--- src/design/rla_pkg.sv ---
// Package for the running LCM accumulator: word types, widths, sequencer states.
// No dependencies; used by running_lcm_accumulator.
package rla_pkg;

    localparam int VALUE_WIDTH = 31;
    localparam int CNT_W       = $clog2(VALUE_WIDTH);

    localparam logic [VALUE_WIDTH-1:0] VALUE_MAX = {VALUE_WIDTH{1'b1}};
    localparam logic [VALUE_WIDTH-1:0] VALUE_ONE = {{(VALUE_WIDTH-1){1'b0}}, 1'b1};
    localparam logic [CNT_W-1:0]       CNT_LAST  = CNT_W'(VALUE_WIDTH - 1);

    typedef struct packed {
        logic [VALUE_WIDTH-1:0] value;
        logic                   first;
    } t_in_word;

    typedef struct packed {
        logic [VALUE_WIDTH-1:0] lcm;
        logic                   overflow;
    } t_out_word;

    typedef enum logic [2:0] {
        ST_IDLE,
        ST_EVEN,
        ST_GCD,
        ST_DIV,
        ST_MUL,
        ST_DONE
    } t_state;

endpackage

--- src/design/running_lcm_accumulator.sv ---
// Running LCM accumulator: binary gcd, restoring divide and shift-add multiply
// on one shared add/subtract unit. Depends on rla_pkg.
//
// Usage:
//   Input channel (i_in_valid / o_in_stall / i_in_data) takes one word: a
//   positive value and a first flag that restarts the run from 1. Output
//   channel (o_out_valid / i_out_stall / o_out_data) gives one word per input:
//   the running LCM, saturated at all ones, and the sticky overflow flag.
//   A value of zero leaves the run as it is and just reports it.
//   One word is in work at a time; o_in_stall is high from acceptance until
//   the result is loaded into the output register.
//   A zero value or an already saturated run goes straight to the result.
//   Otherwise common factors of two are stripped first; then the binary gcd
//   loop (shift, subtract or swap), the W-step divide and the W-step multiply,
//   where W = VALUE_WIDTH (31), all run one step a cycle on the single adder.
//   The output register lets the next word be accepted while a result waits;
//   a stalled result holds, and the sequencer waits in its final state until
//   the output register frees up.
//   Reset (i_rst_n low, synchronous) sets the run to 1, clears overflow and
//   drops any word in progress or pending.
module running_lcm_accumulator (
    input  logic              i_clk,
    input  logic              i_rst_n,
    input  logic              i_in_valid,
    output logic              o_in_stall,
    input  rla_pkg::t_in_word i_in_data,
    output logic              o_out_valid,
    input  logic              i_out_stall,
    output rla_pkg::t_out_word o_out_data
);

    localparam int W = rla_pkg::VALUE_WIDTH;

    rla_pkg::t_state r_state, n_state;

    logic [W-1:0]             r_a, n_a;     // gcd operand, then divisor
    logic [W-1:0]             r_b, n_b;     // gcd operand, remainder, product
    logic [W-1:0]             r_n, n_n;     // numerator / quotient shift reg
    logic [W-1:0]             r_v, n_v;
    logic [rla_pkg::CNT_W-1:0] r_cnt, n_cnt;
    logic                     r_povf, n_povf;
    logic [W-1:0]             r_lcm, n_lcm;
    logic                     r_ovf, n_ovf;
    logic                     r_out_valid, n_out_valid;
    rla_pkg::t_out_word       r_out, n_out;

    logic [W+1:0] alu_x, alu_y, alu_sum;
    logic         alu_sub;
    logic         borrow;
    logic         prod_big;
    logic         mul_ovf;
    logic [W-1:0] in_acc;
    logic         in_ovf;
    logic         q_bit;

    assign in_acc = i_in_data.first ? rla_pkg::VALUE_ONE : r_lcm;
    assign in_ovf = i_in_data.first ? 1'b0 : r_ovf;

    // shared adder operand select
    always_comb begin
        alu_x   = '0;
        alu_y   = '0;
        alu_sub = 1'b0;
        case (r_state)
            rla_pkg::ST_GCD: begin
                alu_x   = {2'b00, r_a};
                alu_y   = {2'b00, r_b};
                alu_sub = 1'b1;
            end
            rla_pkg::ST_DIV: begin
                alu_x   = {1'b0, r_b, r_n[W-1]};
                alu_y   = {2'b00, r_a};
                alu_sub = 1'b1;
            end
            rla_pkg::ST_MUL: begin
                alu_x   = {1'b0, r_b, 1'b0};
                alu_y   = r_n[W-1] ? {2'b00, r_v} : '0;
                alu_sub = 1'b0;
            end
            default: begin
                alu_x   = '0;
                alu_y   = '0;
                alu_sub = 1'b0;
            end
        endcase
    end

    assign alu_sum  = alu_x + (alu_sub ? ~alu_y : alu_y) + {{(W+1){1'b0}}, alu_sub};
    assign borrow   = alu_sum[W+1];
    assign prod_big = (alu_sum[W+1:W] != 2'b00);
    assign mul_ovf  = r_povf | prod_big;
    assign q_bit    = ~borrow;

    always_comb begin
        n_state     = r_state;
        n_a         = r_a;
        n_b         = r_b;
        n_n         = r_n;
        n_v         = r_v;
        n_cnt       = r_cnt;
        n_povf      = r_povf;
        n_lcm       = r_lcm;
        n_ovf       = r_ovf;
        n_out_valid = r_out_valid;
        n_out       = r_out;

        if (r_out_valid && !i_out_stall) begin
            n_out_valid = 1'b0;
        end

        case (r_state)
            rla_pkg::ST_IDLE: begin
                if (i_in_valid) begin
                    n_lcm = in_acc;
                    n_ovf = in_ovf;
                    if (i_in_data.value == '0 || in_ovf) begin
                        n_state = rla_pkg::ST_DONE;
                    end else begin
                        n_a     = in_acc;
                        n_b     = i_in_data.value;
                        n_n     = in_acc;
                        n_v     = i_in_data.value;
                        n_state = rla_pkg::ST_EVEN;
                    end
                end
            end
            rla_pkg::ST_EVEN: begin
                // strip common factors of two; keep numerator divided alongside
                if (!r_a[0] && !r_b[0]) begin
                    n_a = r_a >> 1;
                    n_b = r_b >> 1;
                    n_n = r_n >> 1;
                end else begin
                    n_state = rla_pkg::ST_GCD;
                end
            end
            rla_pkg::ST_GCD: begin
                if (!r_a[0]) begin
                    n_a = r_a >> 1;
                end else if (!r_b[0]) begin
                    n_b = r_b >> 1;
                end else if (alu_sum == '0) begin
                    // r_a holds the odd part of the gcd: divide by it next
                    n_b     = '0;
                    n_cnt   = rla_pkg::CNT_LAST;
                    n_state = rla_pkg::ST_DIV;
                end else if (borrow) begin
                    n_a = r_b;
                    n_b = r_a;
                end else begin
                    n_a = alu_sum[W-1:0];
                end
            end
            rla_pkg::ST_DIV: begin
                if (q_bit) begin
                    n_b = alu_sum[W-1:0];
                end else begin
                    n_b = {r_b[W-2:0], r_n[W-1]};
                end
                n_n = {r_n[W-2:0], q_bit};
                if (r_cnt == '0) begin
                    n_b     = '0;
                    n_povf  = 1'b0;
                    n_cnt   = rla_pkg::CNT_LAST;
                    n_state = rla_pkg::ST_MUL;
                end else begin
                    n_cnt = r_cnt - 1'b1;
                end
            end
            rla_pkg::ST_MUL: begin
                // quotient MSB first; hold the partial product once it saturates
                n_n = {r_n[W-2:0], 1'b0};
                if (!mul_ovf) begin
                    n_b = alu_sum[W-1:0];
                end
                n_povf = mul_ovf;
                if (r_cnt == '0) begin
                    n_lcm   = mul_ovf ? rla_pkg::VALUE_MAX : alu_sum[W-1:0];
                    n_ovf   = mul_ovf;
                    n_state = rla_pkg::ST_DONE;
                end else begin
                    n_cnt = r_cnt - 1'b1;
                end
            end
            rla_pkg::ST_DONE: begin
                if (!r_out_valid || !i_out_stall) begin
                    n_out_valid    = 1'b1;
                    n_out.lcm      = r_lcm;
                    n_out.overflow = r_ovf;
                    n_state        = rla_pkg::ST_IDLE;
                end
            end
            default: begin
                n_state = rla_pkg::ST_IDLE;
            end
        endcase
    end

    always_ff @(posedge i_clk) begin
        if (!i_rst_n) begin
            r_state     <= rla_pkg::ST_IDLE;
            r_lcm       <= rla_pkg::VALUE_ONE;
            r_ovf       <= 1'b0;
            r_out_valid <= 1'b0;
        end else begin
            r_state     <= n_state;
            r_lcm       <= n_lcm;
            r_ovf       <= n_ovf;
            r_out_valid <= n_out_valid;
        end
    end

    always_ff @(posedge i_clk) begin
        r_a    <= n_a;
        r_b    <= n_b;
        r_n    <= n_n;
        r_v    <= n_v;
        r_cnt  <= n_cnt;
        r_povf <= n_povf;
        r_out  <= n_out;
    end

    assign o_in_stall  = (r_state != rla_pkg::ST_IDLE);
    assign o_out_valid = r_out_valid;
    assign o_out_data  = r_out;

    a_lcm_nonzero: assert property (@(posedge i_clk) disable iff (!i_rst_n)
        r_lcm != '0)
        else $error("running lcm went to zero");

    a_ovf_saturates: assert property (@(posedge i_clk) disable iff (!i_rst_n)
        r_ovf |-> (r_lcm == rla_pkg::VALUE_MAX))
        else $error("overflow set without saturated lcm");

    a_gcd_operands: assert property (@(posedge i_clk) disable iff (!i_rst_n)
        (r_state == rla_pkg::ST_GCD) |-> (r_a != '0 && r_b != '0))
        else $error("gcd operand reached zero");

    a_div_odd: assert property (@(posedge i_clk) disable iff (!i_rst_n)
        (r_state == rla_pkg::ST_DIV) |-> r_a[0])
        else $error("divisor is not the odd gcd part");

    a_done_from_mul: assert property (@(posedge i_clk) disable iff (!i_rst_n)
        (r_state == rla_pkg::ST_MUL && r_cnt == '0) |=> (r_state == rla_pkg::ST_DONE))
        else $error("multiply did not finish into done");

endmodule

--- config.mk ---
export PLATFORM = sky130hd
export DESIGN_NAME = running_lcm_accumulator
export DESIGN_NICKNAME = d
export VERILOG_FILES = /design/src/design/rla_pkg.sv /design/src/design/running_lcm_accumulator.sv
export SDC_FILE = /design/constraint.sdc
export NUM_CORES = 1
export LEC_CHECK = 0
export BUFFER_PORTS_ARGS = -buffer_cell sky130_fd_sc_hd__buf_2
export CORE_MARGIN = 2
export CORE_UTILIZATION = 35
export CTS_CLUSTER_DIAMETER = 150
export DETAILED_ROUTE_END_ITERATION = 16
export PLACE_DENSITY = 0.5
export SLEW_MARGIN = 20
export SYNTH_ARGS = -nofsm -noshare
export SYNTH_HDL_FRONTEND = slang
export SYNTH_SLANG_ARGS = --single-unit
--- constraint.sdc ---
create_clock -name i_clk -period 10.81 [get_ports i_clk]
set_input_delay 1.081 -clock i_clk [delete_from_list [all_inputs] [get_ports i_clk]]
set_output_delay 1.081 -clock i_clk [all_outputs]
set_load 0.02 [all_outputs]
Word level (Yosys, flattened, before mapping):

Cells that the tools add are included.

* add/sub/neg operators: 3
* reduce and logical (&&, ||, !) cells: 32
* equal/unequal tests: 20
* bitwise operators: 4
* mux-type cells: 56

Operator list (count)
* 31-bit 2-to-1 mux: 23
* 31-bit case mux with 3 select lines: 2
* 31-bit case mux with 5 select lines: 1
* 31-bit case mux with 4 select lines: 1
* 32-bit case mux with 3 select lines: 1
* 31-bit case mux with 2 select lines: 1
* 33-bit by 1-bit adder with 33-bit output: 1
* 33-bit adder: 1
* 33-bit zero test: 1
* 33-bit 2-to-1 mux: 1
* 33-bit NOT: 1
* 31-bit zero test: 1
* 3-bit 2-to-1 mux: 9
* 5-bit 2-to-1 mux: 5
* 2-bit inequality test (second input constant): 12
* 3-bit case mux with 6 select lines: 1
* 5-bit case mux with 3 select lines: 1
* 6-bit AND reduction: 2
* 3-bit nonzero test: 3
* 1-bit 2-to-1 mux: 8
* 4-bit AND reduction: 2
* 8-bit AND reduction: 1
* 7-bit AND reduction: 1
* 3-bit by 2-bit equality test with 1-bit output (second input constant): 2
* other kinds (20): 33

* word-level logic and storage cells: 129
* output and inout port bits: 34
* input bits: 36
* register bits: 198

Depth between registers and ports, before layout:

* depth in word-level cells: 11
* gate-level depth with buffers: 21
* gate-level depth less buffers: 16

Least setup slack after synthesis:

No wires, ideal clock.

* path kind: register to register
* start point: register r_state[0]
* end point: register r_b[10], enable pin
* slack: 5121 ps
* cell stages (with the launch flop): 19
* arrival: 5297 ps
* setup time: 392 ps
* path buffers: 3
* required time: 10418 ps
* period minus slack after synthesis: 5689 ps
* cell sequence: dfxtp_1 > buf_6 > inv_1 > nor2_1 > nand2_1 > nand2_1 > clkbuf_1 > clkbuf_1 > a22o_1 > ha_1 > nor2b_1 > o31a_1 > o21ai_2 > a21oi_1 > o211a_1 > or4b_1 > or4_4 > nor4_4 > o31a_1

* word-level cells in the longest chain between the ends: 10
* elaborated cells between the ends (all ways): 24
* classes of those cells: add/sub (2); eq/ne (10); mux (4); bitwise (2); reduce/logical (6)

RTL lines
* start: declaration: line running_lcm_accumulator.sv:34 `rla_pkg::t_state r_state, n_state;`
* start signal: assignment: line running_lcm_accumulator.sv:201 `r_state <= rla_pkg::ST_IDLE;`
* start signal: assignment: line running_lcm_accumulator.sv:206 `r_state <= n_state;`
* parallel branches: the longest is 9 deep, another holds 33-bit adder
* 7-bit AND reduction (no source line) (*)
* end signal: assignment: line running_lcm_accumulator.sv:215 `r_b <= n_b;`
* end: declaration: line running_lcm_accumulator.sv:37 `logic [W-1:0] r_b, n_b;`

Every way passes the cells marked *.
A chain may end at the register's enable or synchronous reset.

Worst setup path after layout:

Same ends and word-level chain as after synthesis.

==> flow_summary.ini <==
[status]
status = complete, no violations

[sta]
worst_pin_slew_ns = 1.02
skew_ns = 0.0121
rsz0062_at_grt = no
hold_viol_final = 0
setup_total_negative_slack_ns = 0
fmax_ghz = 0.132
finalSetupViolCount = 0
setup_slack_ns = 3.22
finalCritPeriodShare_pct = 70.3
drv_slew = 0
fin_crit_ns = 7.59
relSlewSlack_pct = 31.6

[clock_network]
cts_tree = done
cts_buffer_depth = 2
clkSinkCount = 198
post_cts_buffers = 0
cts_made_buffers = 17
holdBufCountCts = 0
post_cts_resized = 0
root_buffer = clkbuf_16
cts_max_level = 4
clk_pin_slew_ns = 0.08
clock_latency_ns = 0.47

[pwr]
p_int_w = 0.00252
power.total_w = 0.00491
pwr-share-clk_pct = 13.5
vdd_drop_max_uv = 153
combPwrFrac_pct = 55.7
leakagePower_nw = 5.79
p_sw_w = 0.00239
netSwitchingFraction_pct = 48.7
power-per-cell-area_nw_per_um2 = 331
p_seq_share_pct = 30.8

[cells_and_area]
seq_area_um2 = 5590
layout-drive-gt1-share_pct = 18.6
multi_input_area_um2 = 7210
fillers = 3753
syn_to_final_growth_pct = 11.4
nNetsFinal = 1499
fin_area_um2 = 14800
n_antenna_cell = 0

[die]
die_area_um2 = 39600
fp.coreArea_um2 = 37600
die_h_um = 199
dieWidth_um = 199
start_util_pct = 35.4
ios = 70
num_rows = 71

[yosys]
synth_top_cell_by_area = edfxtp_1
synth_top_area_share_pct = 36.6
synthTopCellsByArea = edfxtp_1 (37%), dfxtp_1 (5.4%), a21oi_1 (5.3%)
synth-edff-count = 162
synth_seq_cells = 198
syn_area_per_cell_um2 = 9.45
yosysMostFrequentCell = edfxtp_1
async_reset_ff_share_pct = 0
netlist_instances = 1408
syn-cell-area_um2 = 13300
synth_cell_type_count = 84
yosys_warnings = 0
synth-main-ff-cell = edfxtp_1
ys_seq_area_share_pct = 42.0
synth_common_cells = edfxtp_1 (162), nand2_1 (148), a21oi_1 (142), nor2_1 (97), o21ai_0 (95)
synth_nets = 1477

[flow_run]
drv_cap = 0

[drt]
drt_first_pass_iters = 7
post_drt_wl_per_cell_um = 26.1
vias_per_cell = 6.23
ant_nets = 0
drt-total-wl_um = 51000
drc = 0
drt_first_iter_violations = 1406
vias = 12200

[setup_path]
cp_slowest_stage_delay_ns = 0.70
path_buf_inv = 4
startpoint = r_state[0]
crit_family = simple AND/OR/NAND/NOR gates
start_kind = flop
critPathRequiredTime_ns = 10.96
arrival_ns = 7.74
cp_common_cell = buf_4
slowest_stage = o31a_1
cp_max_fo = 44
crit_type = flop to flop
reg2reg_from = r_state[0]
worstSetupEndpointType = flop
crit_chain = buf_4 -> inv_1 -> nor2_1 -> nand2_1 -> nand2_2 -> buf_4 -> a22o_1 -> ha_1 -> a21oi_1 -> o211ai_1 -> a221oi_2 -> nand2b_1 -> o211a_1 -> or4b_1 -> or4_4 -> nor4_4 -> o31a_1 -> buf_4

[grt]
grt_pass1_wl_um = 75500
antenna_found_initial = 0
grtUsageTotal_pct = 25.9
grt_pass1_vias = 11600
grt_max_degree = 53
overflow = 0

[min_path]
hp-start = r_lcm[14]
hp-class = flop to flop

[placement]
gp_congestion = 0.946
dp_hpwl_um = 37400
port_buffers = 69
pre_cts_slack_ns = 3.31
dpl_cell_area_um2 = 14200
## registers in the layout, summed over array words and instances (netlist names)
register,count
r_povf,1
r_cnt,5
r_ovf,1
r_lcm,31
r_b,31
r_v,31
r_state,3
o_out_valid,1
r_n,31
r_a,31
o_out_data,32
## area by class of cell
type | instances | share of cell area, %
multi-input cells | 1063 | 48.6
flip-flops and latches | 198 | 37.7
well taps | 511 | 4.31
repair buffers | 100 | 4.04
clock buffers | 19 | 3.21
inverters | 50 | 1.27
clock inverters | 13 | 0.853
## power groups by stage
| stage | combinational (W) | clock (W) | sequential [W] |
|---|---|---|---|
| global route | 0.00293 | 0.000706 | 0.00152 |
| detailed placement | 0.00268 | 0 | 0.00151 |
| global placement | 0.00267 | 0 | 0.00151 |
| floorplan | 0.00189 | 0 | 0.00136 |
| finish | 0.00274 | 0.000664 | 0.00151 |
| CTS | 0.00268 | 0.000676 | 0.00150 |
## stage by stage
stage                     cells  util, %  hold slack (ns)
after floorplan            1408        -            0.431
after global placement     1921     37.7            0.470
after detailed placement   1921     37.8            0.474
after CTS                  1953     39.4            0.485
after global routing       1954     39.4            0.505
final                      1954     39.4            0.477
## logic make-up (layout without fill, tap and decap cells)
logic type	after synthesis	count (layout)	share of synthesized area [%]
AO/OA/AOI/OAI	524	524	28.1
AND/OR/NAND/NOR	407	407	14.5
flip-flops	198	198	42.0
buffers and inverters	147	182	4.40
multiplexers	85	85	6.90
adder cells (fa/ha/maj)	33	33	3.16
XOR/XNOR	14	14	0.922
## final timing paths
path | slack, ns | depth (start not counted) | end
setup / recovery | 3.22 | 18 | r_b[10]
hold / removal | 0.48 | 2 | r_lcm[14]
setup reg to reg | 3.22 | 18 | r_b[10]
hold reg to reg | 0.48 | 2 | r_lcm[14]
## cells in the final DEF (no fill, tap or decap), types with 6 or more instances in the layout
cell type	count
a211oi_1	11
a21boi_0	16
a21o_1	16
a21oi_1	141
a221o_1	18
a221oi_1	10
a222oi_1	30
a22o_1	32
a31o_2	23
and2_1	16
and3_1	10
buf_2	69
buf_4	30
clkbuf_16	19
dfxtp_1	35
edfxtp_1	162
ha_1	32
inv_1	48
mux2_2	53
mux2i_1	32
nand2_1	146
nand3_1	50
nand4_1	10
nor2_1	92
nor3_1	20
nor4_1	13
o211ai_1	8
o21a_1	17
o21ai_0	93
o21ai_1	9
o22ai_2	30
o31ai_1	6
or3_1	7
xnor2_1	10
## metal layers
metal / vias to the layer above / GRT usage, % / wire [µm]
li1: 5496 / - / -
met1: 5968 / 35.9 / 22400
met2: 592 / 41.2 / 23600
met3: 113 / 3.26 / 3240
met4: 0 / 9.78 / 1690
met5: - / 0 / 0
## tightest hold or removal path, delay by kind of cell (launching register included)
| kind | cells | cell delay, ns |
|---|---|---|
| and+or+nand+nor | 2 | 0.10 |
| DFF | 1 | 0.34 |
(Power assumes the default switching activity.)
